==> src/hw/rtl/tdcc_pkg.sv <==
// ----------------------------------------------------------------------------
// tdcc_pkg
// Shared types and constants for the tick driven calendar clock core.
// ----------------------------------------------------------------------------
package tdcc_pkg;

  // default width of the free-running tick counter
  localparam int unsigned TICK_COUNT_WIDTH_DEF = 32;

  // request codes carried in req_type
  localparam logic REQ_TICK = 1'b0;
  localparam logic REQ_LOAD = 1'b1;

  // reset values
  localparam logic [15:0] TPS_RESET   = 16'd1000;
  localparam logic [15:0] YEAR_RESET  = 16'd1970;
  localparam logic [3:0]  MONTH_RESET = 4'd1;
  localparam logic [4:0]  DAY_RESET   = 5'd1;

  // input transaction payload
  typedef struct packed {
    logic        req_type;
    logic [13:0] load_year;
    logic [3:0]  load_month;
    logic [4:0]  load_day;
    logic [4:0]  load_hour;
    logic [5:0]  load_minute;
    logic [5:0]  load_second;
  } tdcc_in_t;

  // result transaction payload
  typedef struct packed {
    logic [15:0] cur_year;
    logic [3:0]  cur_month;
    logic [4:0]  cur_day;
    logic [4:0]  cur_hour;
    logic [5:0]  cur_minute;
    logic [5:0]  cur_second;
    logic [31:0] tick_total;
  } tdcc_out_t;

endpackage

==> src/hw/rtl/tick_driven_calendar_clock_core.sv <==
// ----------------------------------------------------------------------------
// tick_driven_calendar_clock_core
// Tick count, sub-second prescaler and Gregorian calendar, advanced by ticks.
// ----------------------------------------------------------------------------
// Usage:
//   in_valid/in_stall/in_data carry one transaction: a timer tick
//   (req_type = REQ_TICK) or a calendar load (req_type = REQ_LOAD).
//   Every accepted transaction produces exactly one result on
//   out_valid/out_stall/out_data: the calendar and tick count after it.
//   cfg_valid/cfg_ready/cfg_data write ticks_per_second; cfg_ready is always
//   high, writes are expected only while the block is idle.
// Throughput:
//   one transaction per cycle unless in_stall is high; the result appears in
//   the cycle after acceptance. The whole carry chain (prescaler, seconds up to
//   years, month length with leap test) is a single combinational pass into
//   the state and result registers.
// Stalls:
//   the result register holds while out_stall is high; a new transaction is
//   still taken when the result register is empty or drains in that cycle,
//   otherwise in_stall is raised.
// Reset:
//   synchronous, active low; clears the tick count and prescaler, sets the
//   calendar to 1970-01-01 00:00:00 and ticks_per_second to 1000.
// ----------------------------------------------------------------------------
module tick_driven_calendar_clock_core #(
  parameter int unsigned TICK_COUNT_WIDTH = tdcc_pkg::TICK_COUNT_WIDTH_DEF
) (
  input  logic                clk,
  input  logic                rst_n,
  input  logic                in_valid,
  output logic                in_stall,
  input  tdcc_pkg::tdcc_in_t  in_data,
  output logic                out_valid,
  input  logic                out_stall,
  output tdcc_pkg::tdcc_out_t out_data,
  input  logic                cfg_valid,
  output logic                cfg_ready,
  input  logic [15:0]         cfg_data
);

  // calendar limits and month codes
  localparam logic [6:0]  SEC_LIMIT  = 7'd60;
  localparam logic [5:0]  HOUR_LIMIT = 6'd24;
  localparam logic [3:0]  DEC        = 4'd12;
  localparam logic [3:0]  JAN        = 4'd1;
  localparam logic [3:0]  FEB        = 4'd2;
  localparam logic [3:0]  MAR        = 4'd3;
  localparam logic [3:0]  MAY        = 4'd5;
  localparam logic [3:0]  JUL        = 4'd7;
  localparam logic [3:0]  AUG        = 4'd8;
  localparam logic [3:0]  OCT        = 4'd10;
  // multiplicative inverse of 25 modulo 2^16 and the divisibility bound
  localparam logic [15:0] INV25      = 16'd23593;
  localparam logic [15:0] DIV25_MAX  = 16'd2621;

  // state registers
  logic [15:0]                 tps_r;
  logic [TICK_COUNT_WIDTH-1:0] tick_cnt_r, tick_cnt_nxt;
  logic [15:0]                 sub_r, sub_nxt;
  logic [15:0]                 year_r, year_nxt;
  logic [3:0]                  month_r, month_nxt;
  logic [4:0]                  day_r, day_nxt;
  logic [4:0]                  hour_r, hour_nxt;
  logic [5:0]                  min_r, min_nxt;
  logic [5:0]                  sec_r, sec_nxt;
  logic                        out_valid_r;
  tdcc_pkg::tdcc_out_t         out_data_r, out_data_nxt;

  logic                        in_acc;
  logic [16:0]                 sub_inc;
  logic [6:0]                  sec_inc, min_inc;
  logic [5:0]                  hour_inc, day_inc;
  logic [15:0]                 year_mul;
  logic                        div4, div16, div25, leap;
  logic [4:0]                  mlen;
  logic [TICK_COUNT_WIDTH+31:0] tick_ext;

  // handshake
  assign in_stall  = out_valid_r & out_stall;
  assign in_acc    = in_valid & ~in_stall;
  assign cfg_ready = 1'b1;
  assign out_valid = out_valid_r;
  assign out_data  = out_data_r;

  // leap year test: divisible by 100 is divisible by 4 and 25
  assign year_mul = year_r * INV25;
  assign div4     = (year_r[1:0] == 2'd0);
  assign div16    = (year_r[3:0] == 4'd0);
  assign div25    = (year_mul <= DIV25_MAX);
  assign leap     = (div4 & ~div25) | (div16 & div25);

  // month length, invalid months count as 30 days
  always_comb begin
    case (month_r)
      JAN, MAR, MAY, JUL, AUG, OCT, DEC: mlen = 5'd31;
      FEB:                               mlen = leap ? 5'd29 : 5'd28;
      default:                           mlen = 5'd30;
    endcase
  end

  // incremented fields, one bit wider so out-of-range values carry
  assign sub_inc  = {1'b0, sub_r} + 17'd1;
  assign sec_inc  = {1'b0, sec_r} + 7'd1;
  assign min_inc  = {1'b0, min_r} + 7'd1;
  assign hour_inc = {1'b0, hour_r} + 6'd1;
  assign day_inc  = {1'b0, day_r} + 6'd1;

  // next state: tick with carry chain, or load
  always_comb begin
    tick_cnt_nxt = tick_cnt_r;
    sub_nxt      = sub_r;
    year_nxt     = year_r;
    month_nxt    = month_r;
    day_nxt      = day_r;
    hour_nxt     = hour_r;
    min_nxt      = min_r;
    sec_nxt      = sec_r;
    if (in_data.req_type == tdcc_pkg::REQ_LOAD) begin
      year_nxt  = {2'b00, in_data.load_year};
      month_nxt = in_data.load_month;
      day_nxt   = in_data.load_day;
      hour_nxt  = in_data.load_hour;
      min_nxt   = in_data.load_minute;
      sec_nxt   = in_data.load_second;
    end else begin
      tick_cnt_nxt = tick_cnt_r + {{(TICK_COUNT_WIDTH-1){1'b0}}, 1'b1};
      if (sub_inc >= {1'b0, tps_r}) begin
        sub_nxt = '0;
        if (sec_inc < SEC_LIMIT) begin
          sec_nxt = sec_inc[5:0];
        end else begin
          sec_nxt = '0;
          if (min_inc < SEC_LIMIT) begin
            min_nxt = min_inc[5:0];
          end else begin
            min_nxt = '0;
            if (hour_inc < HOUR_LIMIT) begin
              hour_nxt = hour_inc[4:0];
            end else begin
              hour_nxt = '0;
              if (day_inc <= {1'b0, mlen}) begin
                day_nxt = day_inc[4:0];
              end else begin
                day_nxt = tdcc_pkg::DAY_RESET;
                if (month_r >= DEC) begin
                  month_nxt = JAN;
                  year_nxt  = year_r + 16'd1;
                end else begin
                  month_nxt = month_r + 4'd1;
                end
              end
            end
          end
        end
      end else begin
        sub_nxt = sub_inc[15:0];
      end
    end
  end

  // result built from the next state
  assign tick_ext = {32'd0, tick_cnt_nxt};
  always_comb begin
    out_data_nxt.cur_year   = year_nxt;
    out_data_nxt.cur_month  = month_nxt;
    out_data_nxt.cur_day    = day_nxt;
    out_data_nxt.cur_hour   = hour_nxt;
    out_data_nxt.cur_minute = min_nxt;
    out_data_nxt.cur_second = sec_nxt;
    out_data_nxt.tick_total = tick_ext[31:0];
  end

  // configuration register
  always_ff @(posedge clk) begin
    if (!rst_n) begin
      tps_r <= tdcc_pkg::TPS_RESET;
    end else if (cfg_valid && cfg_ready) begin
      tps_r <= cfg_data;
    end
  end

  // clock and calendar state
  always_ff @(posedge clk) begin
    if (!rst_n) begin
      tick_cnt_r <= '0;
      sub_r      <= '0;
      year_r     <= tdcc_pkg::YEAR_RESET;
      month_r    <= tdcc_pkg::MONTH_RESET;
      day_r      <= tdcc_pkg::DAY_RESET;
      hour_r     <= '0;
      min_r      <= '0;
      sec_r      <= '0;
    end else if (in_acc) begin
      tick_cnt_r <= tick_cnt_nxt;
      sub_r      <= sub_nxt;
      year_r     <= year_nxt;
      month_r    <= month_nxt;
      day_r      <= day_nxt;
      hour_r     <= hour_nxt;
      min_r      <= min_nxt;
      sec_r      <= sec_nxt;
    end
  end

  // result register valid
  always_ff @(posedge clk) begin
    if (!rst_n) begin
      out_valid_r <= 1'b0;
    end else if (in_acc) begin
      out_valid_r <= 1'b1;
    end else if (!out_stall) begin
      out_valid_r <= 1'b0;
    end
  end

  // result register payload
  always_ff @(posedge clk) begin
    if (in_acc) begin
      out_data_r <= out_data_nxt;
    end
  end

endmodule

==> config.mk <==
export PLATFORM = sky130hd
export DESIGN_NAME = tick_driven_calendar_clock_core
export DESIGN_NICKNAME = d
export VERILOG_FILES = /design/src/hw/rtl/tdcc_pkg.sv /design/src/hw/rtl/tick_driven_calendar_clock_core.sv
export SDC_FILE = /design/constraint.sdc
export NUM_CORES = 1
export LEC_CHECK = 0
export BUFFER_PORTS_ARGS = -buffer_cell sky130_fd_sc_hd__buf_2
export CAP_MARGIN = 10
export CORE_MARGIN = 1
export CORE_UTILIZATION = 57
export CTS_CLUSTER_DIAMETER = 120
export CTS_CLUSTER_SIZE = 28
export DETAILED_ROUTE_END_ITERATION = 8
export HOLD_SLACK_MARGIN = 0.1
export PLACE_DENSITY_LB_ADDON = 0.3
export SLEW_MARGIN = 5
export SYNTH_ARGS = -nofsm -noshare
export SYNTH_HDL_FRONTEND = slang
export SYNTH_SLANG_ARGS = --single-unit
==> constraint.sdc <==
create_clock -name clk -period 11.56 [get_ports clk]
set_clock_uncertainty 0.1 [all_clocks]
set_input_delay 0 -clock clk [delete_from_list [all_inputs] [get_ports clk]]
set_output_delay 0 -clock clk [all_outputs]
set_load 0.03 [all_outputs]
# Yosys cells after proc, flatten, opt, wreduce, memory -nomap -nowiden
# Index checks and enable logic that the tools add are counted.
# word_totals
inputBits	62
ramBits	0
regBits	181
latch_bits	0
n_memories	0
rom_bits	0
# op_classes
n_div	0
addsub	8
n_shift	0
eq_ne	9
bitwise_logic	8
mux	38
magnitude_cmp	7
n_mul	1
reduce_logical	4
# ops
operator	n
16-bit 2-to-1 mux	8
5-bit 2-to-1 mux	11
6-bit 2-to-1 mux	7
32-bit by 1-bit adder with 32-bit output, second input constant	1
32-bit 2-to-1 mux	1
4-bit 2-to-1 mux	7
16-bit by 1-bit adder with 17-bit output, second input constant	1
17-bit by 16-bit greater-or-equal comparator with 1-bit output	1
16-bit by 1-bit adder with 16-bit output, second input constant	1
16-bit by 12-bit less-or-equal comparator with 1-bit output, second input constant	1
16-bit by 15-bit multiplier with 16-bit output, second input constant	1
6-bit by 1-bit adder with 7-bit output, second input constant	2
7-bit by 6-bit < comparator with 1-bit output, second input constant	2
5-bit by 1-bit adder with 6-bit output, second input constant	2
4-bit == test, second input constant	3
4-bit by 2-bit == test with 1-bit output, second input constant	2
4-bit by 3-bit == test with 1-bit output, second input constant	2
7-bit OR reduction	1
6-bit by 5-bit less-or-equal comparator with 1-bit output	1
6-bit by 5-bit < comparator with 1-bit output, second input constant	1
4-bit by 1-bit adder with 4-bit output, second input constant	1
1-bit AND	4
4-bit by 1-bit == test with 1-bit output, second input constant	1
4-bit greater-or-equal comparator, second input constant	1
8 further kinds	12

# Longest topological paths before layout
# Gate-level depths: netlist of run 1.
# depth
depth_word	14
ltp_mapped	27
mapped_depth_nobuf	26

# Worst setup path before layout of run 1
# Ideal clock, no wire load.
# synth_timing
kind	reg-to-reg
from	register year_r[13]
to	register out_data_r (netlist bit out_data[73]), data pin
arrival_ns	6.775
stages_incl_launch_ff	27
setup_slack_ns	4.539
setup_time_ns	0.146
required_ns	11.314
path_cell_list	dfxtp_1 clkdlybuf4s50_2 inv_1 fa_1 inv_1 ha_1 inv_1 fa_1 fa_1 inv_1 ha_1 ha_1 o21a_1 nor2_1 xnor3_1 xnor2_1 or4_1 nor3_1 a21oi_1 ha_1 nand2_1 o2111ai_1 o21a_1 or4_4 buf_6 or4_1 a21oi_1
# synth_via
elab_chain_len	14
# synth_lines
item	line_no	text
start: declaration	tick_driven_calendar_clock_core.sv:60	logic [15:0] year_r, year_nxt;
start signal: assignment	tick_driven_calendar_clock_core.sv:187	year_r <= tdcc_pkg::YEAR_RESET;
start signal: assignment	tick_driven_calendar_clock_core.sv:196	year_r <= year_nxt;
16-bit by 15-bit multiplier with 16-bit output	tick_driven_calendar_clock_core.sv:86	assign year_mul = year_r * INV25;
16-bit by 12-bit less-or-equal comparator with 1-bit output	tick_driven_calendar_clock_core.sv:89	assign div25 = (year_mul <= DIV25_MAX);
1-bit NOT	tick_driven_calendar_clock_core.sv:90	assign leap = (div4 & ~div25) | (div16 & div25);
1-bit AND	tick_driven_calendar_clock_core.sv:90	
1-bit bitwise OR	tick_driven_calendar_clock_core.sv:90	
1-bit 2-to-1 mux	tick_driven_calendar_clock_core.sv:96	FEB: mlen = leap ? 5'd29 : 5'd28;
2-bit case mux with 2 select lines	tick_driven_calendar_clock_core.sv:94	case (month_r)
6-bit by 5-bit less-or-equal comparator with 1-bit output	tick_driven_calendar_clock_core.sv:141	if (day_inc <= {1'b0, mlen}) begin
16-bit 2-to-1 mux *	tick_driven_calendar_clock_core.sv:141	
16-bit 2-to-1 mux *	tick_driven_calendar_clock_core.sv:137	if (hour_inc < HOUR_LIMIT) begin
16-bit 2-to-1 mux *	tick_driven_calendar_clock_core.sv:133	if (min_inc < SEC_LIMIT) begin
16-bit 2-to-1 mux *	tick_driven_calendar_clock_core.sv:129	if (sec_inc < SEC_LIMIT) begin
16-bit 2-to-1 mux *	tick_driven_calendar_clock_core.sv:127	if (sub_inc >= {1'b0, tps_r}) begin
16-bit 2-to-1 mux *	tick_driven_calendar_clock_core.sv:118	if (in_data.req_type == tdcc_pkg::REQ_LOAD) begin
named net year_nxt[15]	tick_driven_calendar_clock_core.sv:60	
end signal: assignment	tick_driven_calendar_clock_core.sv:219	out_data_r <= out_data_nxt;
end: declaration	tick_driven_calendar_clock_core.sv:67	tdcc_pkg::tdcc_out_t out_data_r, out_data_nxt;
# The timed path passes the listed nets; every way through them passes the cells marked *.
# A chain may end at the register's enable or synchronous reset.

# Worst setup path in the final report of run 1
# layout_timing
from	register year_r[3]
to	register year_r[1]
# layout_via
elab_chain_len	14
# layout_lines
item	line_no
16-bit by 15-bit multiplier with 16-bit output	tick_driven_calendar_clock_core.sv:86
16-bit by 12-bit less-or-equal comparator with 1-bit output	tick_driven_calendar_clock_core.sv:89
1-bit NOT	tick_driven_calendar_clock_core.sv:90
1-bit AND	tick_driven_calendar_clock_core.sv:90
1-bit bitwise OR *	tick_driven_calendar_clock_core.sv:90
1-bit 2-to-1 mux *	tick_driven_calendar_clock_core.sv:96
2-bit case mux with 2 select lines *	tick_driven_calendar_clock_core.sv:94
6-bit by 5-bit less-or-equal comparator with 1-bit output *	tick_driven_calendar_clock_core.sv:141
16-bit 2-to-1 mux *	tick_driven_calendar_clock_core.sv:141
16-bit 2-to-1 mux *	tick_driven_calendar_clock_core.sv:137
16-bit 2-to-1 mux *	tick_driven_calendar_clock_core.sv:133
16-bit 2-to-1 mux *	tick_driven_calendar_clock_core.sv:129
16-bit 2-to-1 mux *	tick_driven_calendar_clock_core.sv:127
16-bit 2-to-1 mux *	tick_driven_calendar_clock_core.sv:118
# Mark *: on every way between the ends. The rest lies on a longest branch, timed or not.

==> results of run 1 <==
[worst register-to-register path, cell delays in order (launching register included)]
cell	delay [ns]
dfxtp_1	0.51
inv_1	0.14
ha_1	0.31
ha_1	0.27
inv_1	0.05
fa_1	0.52
fa_1	0.52
fa_1	0.54
inv_1	0.04
ha_1	0.29
ha_1	0.34
o21a_1	0.19
nor2_1	0.13
xnor3_1	0.34
xnor2_1	0.13
or4_1	0.46
nor3_1	0.34
a21oi_1	0.13
ha_1	0.28
nand2_1	0.07
o2111ai_1	0.18
o21ai_1	0.55
nand4_1	0.61
nor2_1	0.54
a211oi_1	0.18
o311ai_1	0.29
[how the worst max path moves through the flow]
| stage | end | slack, ns | cells after the start |
|---|---|---|---|
| 6_report | year_r[1] | 3.40 | 25 |
| 5_1_grt | year_r[1] | 2.96 | 25 |
| 4_1_cts | out_data[60] | 3.57 | 25 |
| 3_5_place_dp | out_data[60] | 3.61 | 25 |
| 3_3_place_gp | out_data[60] | 3.82 | 25 |
| 2_1_floorplan | out_data[73] | 4.54 | 26 |
[report_power, final]
| part | internal, mW | total (mW) | switching (mW) |
|---|---|---|---|
| registers | 0.698 | 0.728 | 0.0302 |
| clock network | 0.293 | 0.581 | 0.288 |
| logic | 0.278 | 0.614 | 0.336 |
| total | 1.27 | 1.92 | 0.654 |
[cell type report]
type / count / share of cell area [%]
multi-input cells: 959 / 48.0
flip-flops and latches: 181 / 31.6
repair buffers: 226 / 11.3
clock buffers: 17 / 3.08
well taps: 270 / 2.45
inverters: 82 / 2.25
clock inverters: 15 / 1.29
[Yosys cell counts, drive strengths merged, types with 17 or more instances]
cell type,n,share of area [%]
nor3,34,1.5
buf,17,0.83
nand3,66,2.8
fa,18,3.1
nand4,28,1.5
xnor2,62,4.6
xor2,31,2.3
nor2,89,2.9
and2,17,0.94
nand2,121,3.9
inv,82,2.6
clkbuf,66,2.4
edfxtp,74,19
a21oi,75,3.3
o21ai,77,3.3
and3,20,1.1
ha,91,9.7
dfxtp,107,18
a31oi,19,1.0
mux2i,17,1.5
or3,23,1.2
[registers in the layout, indices dropped and copies added, names as in the netlist, 4 cells and up]
name	count
min_r	6
out_data	74
month_r	4
tick_cnt_r	32
sec_r	6
day_r	5
hour_r	5
year_r	16
sub_r	16
tps_r	16
[layout by cell type (no fill, tap or decap), drive strengths merged, types with 20 or more instances in the layout]
| cell type | n |
|---|---|
| nand4 | 28 |
| xnor2 | 62 |
| dlygate4sd3 | 81 |
| dfxtp | 107 |
| buf | 145 |
| o21ai | 77 |
| and3 | 20 |
| xor2 | 31 |
| nand2 | 121 |
| nor2 | 89 |
| or3 | 23 |
| edfxtp | 74 |
| nor3 | 34 |
| nand3 | 66 |
| ha | 91 |
| inv | 89 |
| a21oi | 75 |
[per-layer routing]
metal | vias to the layer above | routed length [um] | part of all wire (%) | track usage [%]
met5 | - | 0 | 0 | 0
met4 | 0 | 670 | 2.3 | 10.3
met3 | 46 | 1680 | 5.7 | 3.74
met2 | 342 | 14200 | 48 | 48.3
met1 | 4829 | 12900 | 44 | 36.4
li1 | 5007 | - | - | -
[cell families after synthesis]
group / after synthesis / synth area share (%)
muxes: 20 / 1.74
buffers and inverters: 167 / 6.06
other: 1 / 0.0321
DFF: 181 / 37.3
adders and majority gates: 109 / 12.8
xor gates and xnor gates: 94 / 7.16
AOI/OAI and AO/OA: 272 / 14.7
and+or+nand+nor: 463 / 20.2
==> metrics.cfg, run 1 <==
[outcome]
status = complete, no violations

[layout]
antennaDiodeCount = 0
multi_input_area_mm2 = 0.00663
drive_gt1_share_pct = 14.0
fin_area_mm2 = 0.0138
area_growth_syn_to_layout_pct = 18.0
final.fill_count = 1621
final_util_pct = 68.4
final_cells = 1750
seq_area_mm2 = 0.00436
fin_nets = 1638

[clock_tree]
cts_sinks = 181
path_clk_slew_ns = 0.08
post_cts_buffers = 0
cts_made_buffers = 17
clock_latency_ns = 0.45
cts_tree = built
hold_buffers = 81
cts_resized = 0
htree_num_levels = 4
clock_path_buffers = 2
clockRootBuffer = clkbuf_16

[sta]
finalCritPeriodShare_pct = 70.6
fin_crit_ns = 8.16
maxSlewHeadroom_pct = 39.0
setup_viol = 0
final.setup.tns_ns = 0
slew_viol_final = 0
holdWs_ns = 0.294
final_hold_viol_count = 0
worst_pin_slew_ns = 0.916
clock.fmax_ghz = 0.123
rsz0062_at_grt = no
timing.final.ws_setup_ns = 3.40

[synthesis]
ys_ff_latch = 181
yosysSeqAreaShare_pct = 37.3
synth-edff-count = 74
synthArstFlopShare_pct = 0
netlist_area_mm2 = 0.0117
synthCells = 1307
ys_types = 85
avgSynthCellArea_um2 = 8.95
yosysWarnings = 0
synth_ff_type = dfxtp_1
synth_nets = 1478

[floorplan]
fp.coreArea_mm2 = 0.0202
row_count = 52
die-area_mm2 = 0.0211
io_pins = 139
initial_core_util_pct = 58.0
dieWidth_um = 145
die_h_um = 145

[detailed_routing]
drt-initial-drc-count = 700
vias = 10200
via_per_inst = 5.84
route.antenna.remaining_nets = 0
post-route-drc-count = 0
drtPass1Iterations = 5
wl_per_cell_um = 16.8
routed_wl_mm = 29.4

[place]
dpl.hpwl_mm = 19.2
port_buffers = 137
place.gp.congestion = 0.921
placed_area_mm2 = 0.0124
place.detailed.instances = 1637
place_ws_ns = 3.61

[critical_path]
timing.rr.end = year_r[1]
slowest_delay_ns = 0.61
worstSetupStartpoint = year_r[3]
cp.required_ns = 11.79
criticalPathCategory = reg -> reg
path_delay_family = adder cells
r2r_slack_ns = 3.40
reg2regPathDepth = 25
cpMostUsedCell = ha_1
crit_fanout = 11
critPathCaptureType = register
r2r-start = year_r[3]
worstPathBufferInverterCount = 3
start_kind = register
worstPathArrival_ns = 8.39
cp_slowest_cell = nand4_1

[global_routing]
antenna_found_initial = 0
globalRouteOverflowTotal = 0
grt_max_degree = 86
first_global_vias = 9890
grtUsageTotal_pct = 28.2
grt_pass1_wl_mm = 48.4

[worst_hold_path]
hp-class = in -> reg
min_to = out_data[36]
whs_path_depth = 4
holdCritStartpoint = in_data[4]

[power]
p_per_area_mw_per_mm2 = 139
power_leakage_nw = 5.65
total_power_mw = 1.92
peakVddDrop_mv = 0.123

[job]
drv_cap = 0

(Power assumes the default switching activity.)
==> run 2, diff against run 1 <==
CORE_UTILIZATION = 54   (was 57)
clock period = 7.15 ns   (was 11.56 ns; I/O delays follow)
==> run 2 against run 1 <==
Sequential cell count did not move. Setup slack worse by 3.1 ns. First-iteration DRC count up 12%. Sequential share of layout area is 0.37 points lower. Global-route usage is 0.63 points lower. Core utilization down 2.4 points. Register-to-register slack got worse by 3.1 ns. Critical path depth decreased by 1. Clock power rose by 60%. Cell area increased by 1.2%. Combinational power increased by 73%. Critical path type unchanged.
==> metrics.cfg, run 2 (same netlist as run 1, synthesis figures left out) <==
[global_routing]
antenna_found_initial = 1  ; +1
globalRouteOverflowTotal = 0  ; unchanged
first_global_vias = 10100  ; +1.9%
grt_max_degree = 86  ; unchanged
grt_pass1_wl_mm = 48.7  ; +0.73%
grtUsageTotal_pct = 27.6  ; -0.63 points

[place]
place_ws_ns = 0.157  ; -3.45 ns
dpl.hpwl_mm = 20.0  ; +4.3%
place.gp.congestion = 0.900  ; -2.3%
port_buffers = 137  ; unchanged

[sta]
setup_viol = 0  ; unchanged
rsz0062_at_grt = yes
fin_crit_ns = 6.87  ; -1.29 ns
maxSlewHeadroom_pct = 37.1  ; -1.9 points
finalCritPeriodShare_pct = 96.1  ; +25 points
timing.final.ws_setup_ns = 0.279  ; -3.12 ns
final_hold_viol_count = 0  ; unchanged
holdWs_ns = 0.287  ; -0.00766 ns
slew_viol_final = 0  ; unchanged
worst_pin_slew_ns = 0.941  ; +0.0254 ns
clock.fmax_ghz = 0.146  ; +19%

[outcome]
status = complete, no violations

[detailed_routing]
via_per_inst = 5.88  ; +0.59%
route.antenna.remaining_nets = 0  ; unchanged
vias = 10400  ; +2.0%
drt-initial-drc-count = 782  ; +12%
routed_wl_mm = 30.6  ; +4.1%
drtPass1Iterations = 7  ; +2
wl_per_cell_um = 17.2  ; +2.7%
post-route-drc-count = 0  ; unchanged

[floorplan]
fp.coreArea_mm2 = 0.0212  ; +4.9%
io_pins = 139  ; unchanged
die-area_mm2 = 0.0222  ; +5.5%
initial_core_util_pct = 55.3  ; -2.7 points
dieWidth_um = 149  ; +2.7%
row_count = 53  ; +1.9%
die_h_um = 149  ; +2.7%

[layout]
final_cell_mix = buf_2 (137), nand2_1 (119), dfxtp_1 (106)
final_util_pct = 66.0  ; -2.4 points
largest_reg_flops = 74  ; unchanged
mostFrequentLayoutCell = buf_2
area_growth_syn_to_layout_pct = 19.4
fin_nets = 1656  ; +1.1%
drive_gt1_share_pct = 15.5  ; +1.5 points

[critical_path]
criticalPathCategory = reg -> reg
start_kind = register
cp.required_ns = 7.32  ; -4.47 ns
crit_fanout = 7  ; -4
worstPathArrival_ns = 7.04  ; -1.35 ns
critPathCaptureType = register

[clock_tree]
clock_path_buffers = 2  ; unchanged
cts_tree = built
htree_num_levels = 4  ; unchanged
cts_sinks = 181  ; unchanged
path_clk_slew_ns = 0.08  ; about the same
cts_made_buffers = 17  ; unchanged
clock_latency_ns = 0.43  ; -0.02 ns
clockRootBuffer = clkbuf_16

[worst_hold_path]
hp-class = in -> reg

[power]
p_per_area_mw_per_mm2 = 226  ; +62%
peakVddDrop_mv = 0.215  ; +74%
power_leakage_nw = 5.74  ; +1.6%
total_power_mw = 3.16  ; +64%

[job]
drv_cap = 0  ; unchanged

## run 2: changes by cell type in the layout (fill, tap and decap cells not counted), sizes merged
cell      change
buf          +18
clkinv        -1
clkinvlp      +1
diode         +1
## run 2: worst max-delay path, cell delays in order (launching register included)
cell       delay (ns)
dfxtp_1          0.31
buf_4            0.16
ha_1             0.31
ha_1             0.29
inv_1            0.05
fa_1             0.48
fa_1             0.54
inv_1            0.06
fa_1             0.47
ha_1             0.32
ha_1             0.33
o21a_1           0.12
nor2_1           0.13
xnor3_1          0.33
xnor2_1          0.14
or4_1            0.50
nor3_2           0.17
a21oi_1          0.09
ha_1             0.18
nor2b_1          0.15
o2111ai_2        0.16
o21a_1           0.23
or4_4            0.46
or4_1            0.52
a21oi_1          0.15
## run 2: through the flow
step	std cells	setup TNS, ns	cell area [um2]
4_1_cts	1771	0	13900
3_3_place_gp	1658	0	12500
6_report	1774	0	14000
2_1_floorplan	1307	0	11700
5_1_grt	1774	-0.228	14000
3_5_place_dp	1658	0	12500
## run 2: path summary, 6_finish.rpt
path	start	endpoint	slack, ns	depth (start not counted)
min reg2reg	tick_cnt_r[1]	tick_cnt_r[1]	0.39	2
max	year_r[2]	out_data[73]	0.28	24
max reg2reg	year_r[2]	out_data[73]	0.28	24
min	in_data[40]	out_data[0]	0.29	3
## run 2: area by class of cell
| class | instances | area, um2 |
|---|---|---|
| Tap cell | 275 | 344 |
| Multi-Input combinational cell | 959 | 6670 |
| Antenna cell | 1 | 2.50 |
| Sequential cell | 181 | 4370 |
| Inverter | 82 | 310 |
| Clock inverter | 15 | 158 |
| Clock buffer | 17 | 425 |
| Timing Repair Buffer | 244 | 1690 |
| Fill cell | 1704 | 7190 |
## run 2: repair_timing
action | in CTS | in global routing
hold endpoints to repair | 97 | 0
setup endpoints to repair | 0 | 25
gates resized for setup | 0 | 8
buffers inserted | 0 | 2
hold buffers | 81 | 0
## run 2: routing by layer
layer  wire length (um)  vias up  part of all wire [%]  track usage, %
li1                   -     5044                     -               -
met1              13000     4914                    43            34.0
met2              14700      395                    48            47.5
met3               1940       72                   6.3            4.25
met4                960        0                   3.1            12.3
met5                  0        -                     0               0
## run 2: where the power goes
group / switching, mW / leakage (nW) / internal [mW]
clock network: 0.462 / 0.280 / 0.467
registers: 0.0357 / 1.60 / 1.13
logic: 0.589 / 3.86 / 0.475
